File: config.mk
export PLATFORM = sky130hd
export DESIGN_NAME = rvc_front
export DESIGN_NICKNAME = d
export VERILOG_FILES = /design/src/design/rvc_pkg.sv /design/src/design/rvc_front.sv
export SDC_FILE = /design/constraint.sdc
export NUM_CORES = 1
export LEC_CHECK = 0
export BUFFER_PORTS_ARGS = -buffer_cell sky130_fd_sc_hd__buf_2
export CORE_AREA = 2 2 39 41
export DETAILED_ROUTE_END_ITERATION = 7
export DIE_AREA = 0 0 41 43
export SETUP_SLACK_MARGIN = 0.3
export SYNTH_ARGS = -nofsm -noshare
export SYNTH_HDL_FRONTEND = slang
export SYNTH_SLANG_ARGS = --single-unit
File: constraint.sdc
create_clock -name vclk -period 0.8
set_input_delay 0.16 -clock vclk [all_inputs]
set_output_delay 0.16 -clock vclk [all_outputs]
set_load 0.005 [all_outputs]
File: src/design/rvc_pkg.sv
// Package for the range value count block.
// Holds field widths, action codes, the command type and the back-end state type.
// No dependencies.
`timescale 1ns / 1ps
`default_nettype none
package rvc_pkg;

  localparam int DEPTH_DEF      = 1024;
  localparam int VALUE_BITS_DEF = 20;
  localparam int ACTION_BITS    = 2;
  localparam int POS_BITS       = 11;
  localparam int COUNT_BITS     = 11;

  localparam logic [ACTION_BITS-1:0] ACT_APPEND = 2'd0;
  localparam logic [ACTION_BITS-1:0] ACT_QUERY  = 2'd1;
  localparam logic [ACTION_BITS-1:0] ACT_CLEAR  = 2'd2;

  typedef enum logic [1:0] {
    OP_APPEND,
    OP_QUERY,
    OP_CLEAR
  } cmd_op_t;

  typedef struct packed {
    cmd_op_t             op;
    logic [POS_BITS-1:0] lo;
    logic [POS_BITS-1:0] hi;
  } cmd_ctrl_t;

  typedef enum logic [1:0] {
    B_IDLE,
    B_SCAN,
    B_DRAIN
  } back_state_t;

endpackage
`default_nettype wire

File: src/design/rvc_front.sv
// Front end: accepts input items and classifies them into back-end commands.
// Depends on rvc_pkg.
`timescale 1ns / 1ps
`default_nettype none
module rvc_front
  import rvc_pkg::*;
(
  input  wire logic                   item_valid,
  output logic                        item_ready,
  input  wire logic [ACTION_BITS-1:0] action,
  input  wire logic [POS_BITS-1:0]    range_low,
  input  wire logic [POS_BITS-1:0]    range_high,
  input  wire logic                   q_ready,
  output logic                        push,
  output cmd_ctrl_t                   ctrl
);

  logic known;

  assign item_ready = q_ready;

  always_comb begin
    known   = 1'b1;
    ctrl.op = OP_APPEND;
    case (action)
      ACT_APPEND: ctrl.op = OP_APPEND;
      ACT_QUERY:  ctrl.op = OP_QUERY;
      ACT_CLEAR:  ctrl.op = OP_CLEAR;
      default:    known = 1'b0;
    endcase
    // A low bound of zero means the first position.
    ctrl.lo = (range_low == '0) ? POS_BITS'(1) : range_low;
    ctrl.hi = range_high;
  end

  assign push = item_valid && q_ready && known;

endmodule
`default_nettype wire

==> out/results.txt <==
CP required - 0.64 ns
Die ar. - 0.00176 mm2
num sequential - 0
RSZ-0062 raised after global routing - yes
vias per cell - 3.94
share of cells above drive strength 1 - 94.7%
Static Leak - 0.000216 uW
core area - 0.00138 mm2
Post-Route WL - 555 um
via count - 213
final net count - 66
Yosys warning count - 0
clock buf count - 0
Seq. cell area - 0 um2
cell-internal power - 164 uW
initial antenna violation count - 0
register area share after synthesis - 0%
combinational power share - 100.0%
Die Y-Extent - 43 um
Post-Syn Area per Cell - 5.80 um2
die width - 41 um
IO Port Bufs - 30
GRT busiest layer - met2
Placer Congestion - 0.656
Hold Buf Count CTS - 0
vias in the first global route - 214
GR met1 Demand/Resource - 5.70%
maxcap violations - 0
Slew headroom - 86.8%
grt ovf - 0
maximum fanout along the worst path - 2
WS Path Type - input pin to output pin
drt pass-1 iters - 1
Synth cell types - 8
1st-iter DRT viols - 0
pre-CTS setup slack - -0.185 ns
final hold violation count - 0
placed inst area - 238 um2
finished layout cell area - 463 um2
diode count - 0
Starting Density - 12.6%
# fillers - 137
Sw Ratio - 28.5%
WP data arrival - 0.79 ns
Hold Path Class - input pin to output pin
Max Freq - 1050 MHz
clock group share of total power - 0%
multi-input logic area - 97.6 um2
Startpoint Class - input pin
failing checks - setup timing
Boundary Pins - 52
post-CTS setup buffers - 0
Crit. End Element - output pin
Final period util - 119%
Rows - 14
pwr dens - 494 mW/mm2
Slew Limit Fails - 0
Syn Nets - 56
WL per Instance - 10.3 um
largest net degree at the start of global routing - 4
VDD IR max - 0.188 mV
Mapped Area - 174 um2
sw power - 65.2 uW
final worst slack - -0.149 ns
grt met3 use - 1.05%
GR Util All Layers - 6.39%
Seq pwr share - 0%
Gate Count Post-Synth - 30
area growth from synthesis to layout - 166%
status - complete, but fails checks
minimum clock period - 0.949 ns
Slew @ Worst Pin - 0.197 ns
DRC - 0
setup violators final - 1
post-route ant nets - 0
met2 Track Usage GR - 13.4%
first-pass GRT wire length - 814 um
## stage by stage
step	TNS [ns]	utilization, %	hold slack [ns]	std cells	total power [uW]
floorplan	0	-	0.350	30	85.4
global placement	-0.184	17.2	0.320	54	107
detailed placement	-0.185	17.2	0.320	54	108
CTS	-0.160	30.7	0.320	54	207
global route	-0.194	33.5	0.320	54	245
finish	-0.149	33.5	0.320	54	229
## critical path, cell delays in order
cell and delay (ns):
buf_8 0.10, nor4_4 0.26, a31o_1 0.17, buf_2 0.10
## layout by cell type (no fill, tap or decap), drive strengths merged
cell type and n:
nor2 1, a21oi 1, nor2b 2, a31o 1, buf 30, nand2 1, nor4 2
## power groups by stage
stage               clock network (uW)  registers [uW]  logic, uW
floorplan                            0               0       85.4
global placement                     0               0        107
detailed placement                   0               0        108
CTS                                  0               0        207
global route                         0               0        245
finish                               0               0        229
## area by class of cell
cell class,count,share of cell area (%)
multi-input cells,8,21.1
well taps,16,4.32
repair buffers,30,74.6
## cells in the mapped netlist
library cell  instances  share of area (%)
nor4_1                2                7.2
nor2_1                1                2.2
a21oi_1               1                2.9
nor2b_1               2                7.2
clkbuf_1             10                 22
nand2_1               1                2.2
a31o_1                1                5.0
buf_4                12                 52
## final timing paths
check | start | endpoint | slack, ns | depth (start not counted)
worst max-delay path | range_low[4] | ctrl[11] | -0.15 | 4
worst min-delay path | range_high[1] | ctrl[1] | 0.32 | 0
## logic make-up (layout without fill, tap and decap cells)
logic type | after synthesis | count (layout) | share of synthesized area [%]
buffers and inverters | 22 | 30 | 73.4
AOI/OAI and AO/OA | 2 | 2 | 7.91
and+or+nand+nor | 6 | 6 | 18.7
## metal layers
metal | routed length [um] | up-vias
li1 | - | 93
met5 | 0 | -
met3 | 115 | 2
met2 | 301 | 30
met1 | 131 | 88
met4 | 6 | 0
## timing repair
item                                    4_1_cts  5_1_grt
pin swaps                                     5        1
endpoints found under the setup margin       15       15
gates cloned                                  0        0
resized for setup                            35        9
(Power assumes the default switching activity.)
