**src/design/rvc_queue.sv**
```systemverilog
// Two-entry command queue between the front end and the back end.
// Depends on nothing.
`timescale 1ns / 1ps
`default_nettype none
module rvc_queue #(
  parameter int WIDTH = 44
) (
  input  wire logic             clk,
  input  wire logic             rst,
  input  wire logic             push,
  input  wire logic [WIDTH-1:0] push_data,
  output logic                  ready,
  input  wire logic             pop,
  output logic                  valid,
  output logic      [WIDTH-1:0] data
);

  logic [WIDTH-1:0] entries [2];
  logic             wptr;
  logic             rptr;
  logic [1:0]       fill;

  assign ready = (fill != 2'd2);
  assign valid = (fill != 2'd0);
  assign data  = entries[rptr];

  always_ff @(posedge clk) begin
    if (push) begin
      entries[wptr] <= push_data;
    end
    if (rst) begin
      wptr <= 1'b0;
      rptr <= 1'b0;
      fill <= 2'd0;
    end else begin
      if (push) begin
        wptr <= ~wptr;
      end
      if (pop) begin
        rptr <= ~rptr;
      end
      case ({push, pop})
        2'b10:   fill <= fill + 2'd1;
        2'b01:   fill <= fill - 2'd1;
        default: fill <= fill;
      endcase
    end
  end

endmodule
`default_nettype wire

```
**config.mk**
```make
export PLATFORM = sky130hd
export DESIGN_NAME = rvc_queue
export DESIGN_NICKNAME = d
export VERILOG_FILES = /design/src/design/rvc_queue.sv
export SDC_FILE = /design/constraint.sdc
export NUM_CORES = 1
export LEC_CHECK = 0
export BUFFER_PORTS_ARGS = -buffer_cell sky130_fd_sc_hd__buf_2
export CORE_ASPECT_RATIO = 1.25
export CORE_MARGIN = 2
export CORE_UTILIZATION = 50
export DETAILED_ROUTE_END_ITERATION = 10
export PLACE_DENSITY = 0.87
export SYNTH_ARGS = -nofsm -noshare
export SYNTH_HDL_FRONTEND = slang
export SYNTH_SLANG_ARGS = --single-unit
```
**constraint.sdc**
```tcl
create_clock -name clk -period 5.42 [get_ports clk]
set_clock_uncertainty 0.2 [all_clocks]
set_input_delay 0.271 -clock clk [delete_from_list [all_inputs] [get_ports clk]]
set_output_delay 0.271 -clock clk [all_outputs]
set_load 0.01 [all_outputs]
```
==> impl_metrics.ini, run 1 <==
[status]
outcome = completed

[global_route]
grt_pass1_vias = 2014
grt-ovfl-total = 0
grt_pass1_wl_mm = 9.21
antenna_found_initial = 0
track_usage = 0.171
grt_max_degree = 45

[power]
pwr-share-seq = 0.572
ir_drop_v = 0.000219
pwr_density_cell_mw_per_mm2 = 327
intPower_uw = 1190
netSwitchingFraction = 0.211
power_frac_comb = 0.116
p_total_uw = 1510
p_sw_uw = 318
p_clk_frac = 0.313
power.leakage_uw = 0.00176

[synth]
ys_seq_area_frac = 0.812
ys_ff_latch = 93
synth_area_leaders = edfxtp_1 78%, mux2_1 15%, dfxtp_1 3.0%
synthMostInstantiatedCell = edfxtp_1
syn_area_sq_mm = 0.00338
ys_types = 16
synthArstFlopShare = 0
yosys_warnings = 0
synth_edf_count = 88
ys.flop_type = edfxtp_1
yosys.area.top_type = edfxtp_1
synth_top_area_frac = 0.782
synth_common_cells = 88 x edfxtp_1, 44 x mux2_1, 5 x dfxtp_1, 5 x nor2_1, 4 x buf_4
synthCells = 159
avgSynthCellArea_sq_um = 21.2
syn_nets = 208

[worst_hold_path]
hold_start = pop
hold_class = in -> reg
hold_end = rptr
hold_depth = 3

[clocking]
cts_max_path_buffers = 2
path_clk_slew_ps = 80
cts_root_buf = clkbuf_8
clock-sinks = 93
numCtsBuffers = 9
htreeDepth = 3
cts_tree = built
cts-resized-gates = 0
insertion_delay_ps = 340

[critical_path]
worstRegToRegCells = 1
end_kind = output pin
cp.required_ps = 4950
reg2reg_from = wptr
crit_fanout = 44
reg2reg_slack_ps = 3530
start_kind = register
arrival_ps = 1950
crit_type = reg -> out
worstReg2RegEnd = entries[1][13]

[sta]
slew-limit-headroom = 0.291
finalHoldViolCount = 0
fmax_mhz = 413
period_share = 0.447
final.min_clock_period_ps = 2420
rsz0062_at_grt = false
worst_pin_slew_ps = 1060
finalSetupViolCount = 0
final-max-slew-violation-count = 0
tns_ps = 0

[run]
max_cap_violations = 0

[detailed_routing]
via_per_inst = 4.80
drt-pass1-iter-count = 4
wl_per_cell_microns = 15.1
drt_iter0_markers = 44
antenna_left = 0
drt-total-wl_mm = 6.00
drc = 0
vias = 1912

[final_layout]
drive_above_1_share = 0.354
fin_nets = 355
area_delta_synth_final_pct = 36.6
diodes = 0

[die]
coreArea_sq_mm = 0.00657
die_h_microns = 95.9
start_util = 0.515
io_pins = 94
die_area_sq_mm = 0.00743
fp.dieW_microns = 77.5
fp-row-count = 33

[place]
gp_congestion = 0.660
dpl.hpwl_mm = 3.43
io_buffers = 93
[cell type report]
| cell class | count | area, sq um |
|---|---|---|
| Clock buffer | 12 | 135 |
| Clock inverter | 4 | 72.6 |
| Fill cell | 432 | 1950 |
| Inverter | 1 | 3.75 |
| Multi-Input combinational cell | 60 | 606 |
| Sequential cell | 93 | 2740 |
| Tap cell | 87 | 109 |
| Timing Repair Buffer | 141 | 943 |
[through the flow]
step           area (sq um)  std cells  utilization  worst slack, ps  hold slack (ps)
2_1_floorplan          3380        159            -             2590              140
3_3_place_gp           3940        335        0.599             3310              258
3_5_place_dp           3940        335        0.599             3320              263
4_1_cts                4610        398        0.703             2940             27.7
5_1_grt                4610        398        0.703             2870             54.5
6_report               4610        398        0.703             3000             44.3
[power groups by stage]
stage               clock network [uW]  registers (uW)  logic, uW
floorplan                            0             861       92.8
global placement                     0             875        144
detailed placement                   0             878        148
CTS                                485             862        175
global route                       509             867        190
finish                             471             861        174
[worst max-delay path: stages (launching register included)]
cell	delay [ps]
dfxtp_2	1040
mux2_1	410
buf_2	150
[state kept, by name (all words and copies together) (netlist names), named ones only]
name / count
fill: 2
entries: 88
rptr: 1
wptr: 1
[what timing repair did]
action / 4_1_cts / 5_1_grt
hold endpoints to repair: 93 / 0
buffers inserted: 0 / 0
hold buffers: 47 / 0
[cell usage in the layout, fill, tap and decap left out]
cell,count
clkbuf_8,9
nor2_4,1
clkinvlp_4,1
or2_1,1
clkbuf_1,3
dfxtp_2,1
ha_1,1
bufinv_16,2
o21ai_0,1
nor2_1,4
buf_2,93
xor2_1,1
edfxtp_1,88
mux2_1,44
dlygate4sd3_1,47
dfxtp_1,4
a21oi_1,1
buf_4,1
or3_1,1
clkinv_2,1
nand2b_1,1
and2_2,1
inv_1,1
xnor2_1,3
[worst max path at each step]
stage / from / slack, ps / endpoint / cells past startpoint
final: register / 3000 / data[17] / 2
after global routing: register / 2870 / data[9] / 2
after CTS: register / 2940 / data[27] / 2
after detailed placement: register / 3320 / data[27] / 2
after global placement: register / 3310 / data[27] / 2
after floorplan: wptr / 2590 / entries[0][0] / 1
[metal layers]
layer,GRT usage,share of wire,up-vias
li1,-,-,908
met1,0.172,0.38,922
met2,0.326,0.56,68
met3,0.0385,0.041,14
met4,0.0938,0.025,0
met5,0,0,-
[cells by family (layout without fill, tap and decap cells)]
family / Yosys count / after routing / synth area share
AOI/OAI and AO/OA: 2 / 2 / 0.00296
xor gates and xnor gates: 4 / 4 / 0.0104
adders and majority gates: 1 / 1 / 0.00370
buffers and inverters: 6 / 158 / 0.0115
DFF: 93 / 93 / 0.812
muxes: 44 / 44 / 0.147
and+or+nand+nor: 9 / 9 / 0.0130
No activity file was read; power rests on OpenSTA's default activity.
==> run 2: changes to the inputs <==
- clock period: 5.42 -> 2.5 ns (I/O delays scaled with it)
==> run 2 against run 1 <==
Net effect:
- clock power up 86%
- final cell count up 1.0%
- critical path depth up 1
- total power up 110%
- non-clock buffer count up 4
- highest routed layer unchanged
==> impl_metrics.ini, run 2 (synthesis gave the netlist of run 1 again) <==
[status]
outcome = completed

[sta]
worst_pin_slew_ps = 555
slew-limit-headroom = 0.630
finalSetupViolCount = 0
fin_hold_ws_ps = 296
setup_slack_ps = 459
rsz0062_at_grt = false
final-max-slew-violation-count = 0
fmax_mhz = 490
period_share = 0.816
final.min_clock_period_ps = 2040
finalHoldViolCount = 0
tns_ps = 0

[die]
die_h_microns = 95.9
die_area_sq_mm = 0.00743
start_util = 0.515
fp.dieW_microns = 77.5
coreArea_sq_mm = 0.00657
io_pins = 94
fp-row-count = 33

[critical_path]
cp.required_ps = 2170
reg2reg_from = wptr
crit_fanout = 29
reg2reg_slack_ps = 780
worstReg2RegEnd = entries[1][41]
worstRegToRegCells = 2
end_kind = output pin
crit_type = reg -> out
start_kind = register
arrival_ps = 1720

[detailed_routing]
drt-total-wl_mm = 6.01
drc = 0
drt_iter0_markers = 113
via_per_inst = 4.76
antenna_left = 0
wl_per_cell_microns = 14.9
vias = 1912
drt-pass1-iter-count = 4

[final_layout]
largest_register = entries
layout_common_cells = 93 x buf_2, 88 x edfxtp_1, 48 x dlygate4sd3_1, 44 x mux2_1, 11 x clkbuf_8
diodes = 0
largest_reg_flops = 88
fin_nets = 359
multi_input_area_sq_um = 606
reg.largest.list = entries: 88 flops, fill: 2 flops
mostFrequentLayoutCell = buf_2
nFillCells = 411
seq_area_sq_mm = 0.00274
drive_above_1_share = 0.359
final_util = 0.706
finalNonFillerCells = 402
area_delta_synth_final_pct = 37.2

[clocking]
cts_setup_buffers = 0
cts_tree = built
cts_max_path_buffers = 2
clock-sinks = 93
hold_buffers = 48
insertion_delay_ps = 350
cts-resized-gates = 0
path_clk_slew_ps = 80
htreeDepth = 3
cts_root_buf = clkbuf_8
numCtsBuffers = 9

[global_route]
grt_pass1_wl_mm = 9.04
track_usage = 0.167
grt_pass1_vias = 2027
grt-ovfl-total = 0
antenna_found_initial = 0
grt_max_degree = 30

[run]
max_cap_violations = 0

[place]
place_ws_ps = 766
place_inst = 338
io_buffers = 93
dpl.hpwl_mm = 3.60
gp_congestion = 0.655

[power]
power.leakage_uw = 0.00177
ir_drop_v = 0.000417
pwr_density_cell_mw_per_mm2 = 676

[worst_hold_path]
hold_class = in -> reg
hold_start = push_data[4]
hold_depth = 2
hold_end = entries[1][4]
[run 2: cell type report]
| type | instances | area share |
|---|---|---|
| Tap cell | 87 | 0.0235 |
| Inverter | 1 | 0.000810 |
| Clock inverter | 2 | 0.00216 |
| Multi-Input combinational cell | 60 | 0.131 |
| Sequential cell | 93 | 0.592 |
| Timing Repair Buffer | 145 | 0.216 |
| Clock buffer | 14 | 0.0351 |
[run 2: how the worst max path moves through the flow]
stage / start / slack (ps) / end
CTS: register / 430 / data[14]
global placement: wptr / 810 / entries[1][27]
floorplan: wptr / 400 / entries[0][0]
finish: register / 460 / data[10]
detailed placement: wptr / 770 / entries[1][25]
global route: register / 350 / data[2]
[run 2: power by group]
part	internal, uW	switching [uW]
combinational	213	199
sequential	1810	34.8
clock	414	461
total	2440	694
[run 2: metrics by stage]
step                area [sq um]  total power (uW)
floorplan                   3380              2070
global placement            3980              2220
detailed placement          3980              2240
CTS                         4640              3160
global route                4640              3250
finish                      4640              3130
[run 2: worst max-delay path, cell delays in order (launching register included)]
cell	delay, ps
dfxtp_2	600
buf_12	260
mux2_1	350
buf_2	140
[run 2: metal layers]
metal | routed length (microns) | part of all wire | vias to the layer above | track usage
li1 | - | - | 915 | -
met1 | 2390 | 0.40 | 905 | 0.181
met2 | 3130 | 0.52 | 72 | 0.288
met3 | 272 | 0.045 | 20 | 0.0450
met4 | 217 | 0.036 | 0 | 0.116
met5 | 0 | 0 | - | 0
==> run 3: changes to the inputs <==
- CORE_UTILIZATION: 50 -> 46
- PLACE_DENSITY: 0.87 -> 0.84
- clock period: 2.5 -> 1.7 ns (I/O delays scaled with it)
==> run 3 against run 2 <==
Net effect:
- first-iteration DRC count fell by 60%
- the run now ends with setup timing left
- final cell count rose by 1.5%
- core utilization rose by 1.7 points
- critical endpoint is now data[13]
==> impl_metrics.ini, run 3 (synthesis gave the netlist of run 1 again) <==
[status]
outcome = finished with violations
violations = setup timing

[die]
fp.dieW_microns = 80.7
io_pins = 94
coreArea_sq_mm = 0.00702
fp-row-count = 34
die_h_microns = 99.8
start_util = 0.481
die_area_sq_mm = 0.00805

[sta]
fin_hold_ws_ps = 264
final-max-slew-violation-count = 0
setup_slack_ps = -51.1
worst_pin_slew_ps = 194
fmax_mhz = 571
final.min_clock_period_ps = 1750
finalHoldViolCount = 0
rsz0062_at_grt = true
period_share = 1.03
finalSetupViolCount = 12
slew-limit-headroom = 0.870

[critical_path]
crit_buf_inv = 2
arrival_ps = 1470
end_kind = output pin
crit_fanout = 11
cp_top_family = flip-flops
cpPeakStageDelay_ps = 420
path_cells = clkbuf_16, mux2_1, buf_2
start_kind = register
cp.required_ps = 1410
crit_type = reg -> out
crit_path_top_delay_cell = dfxtp_4

[power]
pwr_density_cell_mw_per_mm2 = 1010
ir_drop_v = 0.000707
power.leakage_uw = 0.00200

[final_layout]
diodes = 0
layout_common_cells = 88 x edfxtp_1, 63 x buf_2, 48 x dlygate4sd3_1, 32 x mux2_4, 30 x buf_6
area_delta_synth_final_pct = 50.3
drive_above_1_share = 0.469
fin_nets = 363
nFillCells = 455
final_area_sq_mm = 0.00508
reg.largest.list = entries: 88 flops, fill: 2 flops
mostFrequentLayoutCell = edfxtp_1
largest_register = entries
largest_reg_flops = 88

[clocking]
insertion_delay_ps = 340
cts_max_path_buffers = 2
path_clk_slew_ps = 90
cts_setup_buffers = 0
cts_tree = built
numCtsBuffers = 9
clock-sinks = 93
cts_root_buf = clkbuf_8
htreeDepth = 3

[global_route]
antenna_found_initial = 0
grt_max_degree = 32
grt-ovfl-total = 0
grt_pass1_vias = 2158
grtUsageMet2 = 0.303
top_usage_layer = met2
use_met1 = 0.171
grt_pass1_wl_mm = 9.71
track_usage = 0.164
use_met3 = 0.0378

[place]
dpl.hpwl_mm = 3.44
io_buffers = 93
placed_area_sq_mm = 0.00401
gp_congestion = 0.651

[detailed_routing]
drc = 0
wl_per_cell_microns = 17.5
antenna_left = 0
drt-total-wl_mm = 7.12
vias = 1967
via_per_inst = 4.82
drt_iter0_markers = 45
drt-pass1-iter-count = 4

[run]
max_cap_violations = 0

[worst_hold_path]
hold_class = in -> reg
run 3: cell type report:
cell class	instances	area [sq um]	share of cell area
Tap cell	90	113	0.0222
Multi-Input combinational cell	60	726	0.143
Clock inverter	5	76.3	0.0150
Timing Repair Buffer	149	1290	0.253
Inverter	1	3.75	0.000739
Clock buffer	10	128	0.0251
Sequential cell	93	2750	0.541
run 3: metal layers:
layer	share of wire	wire length [microns]	vias to the layer above
met4	0.016	117	0
met5	0	0	-
met1	0.37	2670	967
li1	-	-	923
met2	0.57	4040	66
met3	0.042	302	11
run 3: timing repair:
| item | CTS | global route |
|---|---|---|
| gates resized for setup | 15 | 50 |
| setup endpoints to repair | 44 | 44 |
| hold buffers | 48 | 0 |
| endpoints found under the hold margin | 93 | 0 |
| cloned | 1 | 2 |
run 3: power breakdown:
part	switching (uW)	leakage, uW	total [uW]	internal [uW]
registers	49.9	0.000868	2710	2660
logic	360	0.00104	876	516
clock network	701	0.0000998	1510	814
total	1110	0.00200	5100	3990
run 3: per-stage QoR:
step,setup slack (ps),total power (uW),util,instances,setup TNS (ps)
after floorplan,81.0,3040,-,159,0
after global placement,297,3280,0.571,342,0
after detailed placement,296,3300,0.571,342,0
after CTS,-43.9,4940,0.681,406,-657
after global routing,-104,5270,0.724,408,-2140
final,-51.1,5100,0.724,408,-203
run 3: worst register-to-register path, delay by kind of cell, from the launching register on:
kind / cells / cell delay (ps)
buffers and inverters: 1 / 550
xor gates and xnor gates: 1 / 190
and+or+nand+nor: 1 / 50
DFF: 1 / 320
run 3: final timing paths:
kind,start,end,slack (ps),cells after the start
hold reg to reg,fill[1],fill[1],310,2
setup / recovery,register,data[13],-50,3
hold / removal,push_data[28],entries[1][28],260,2
setup reg to reg,rptr,register,290,3
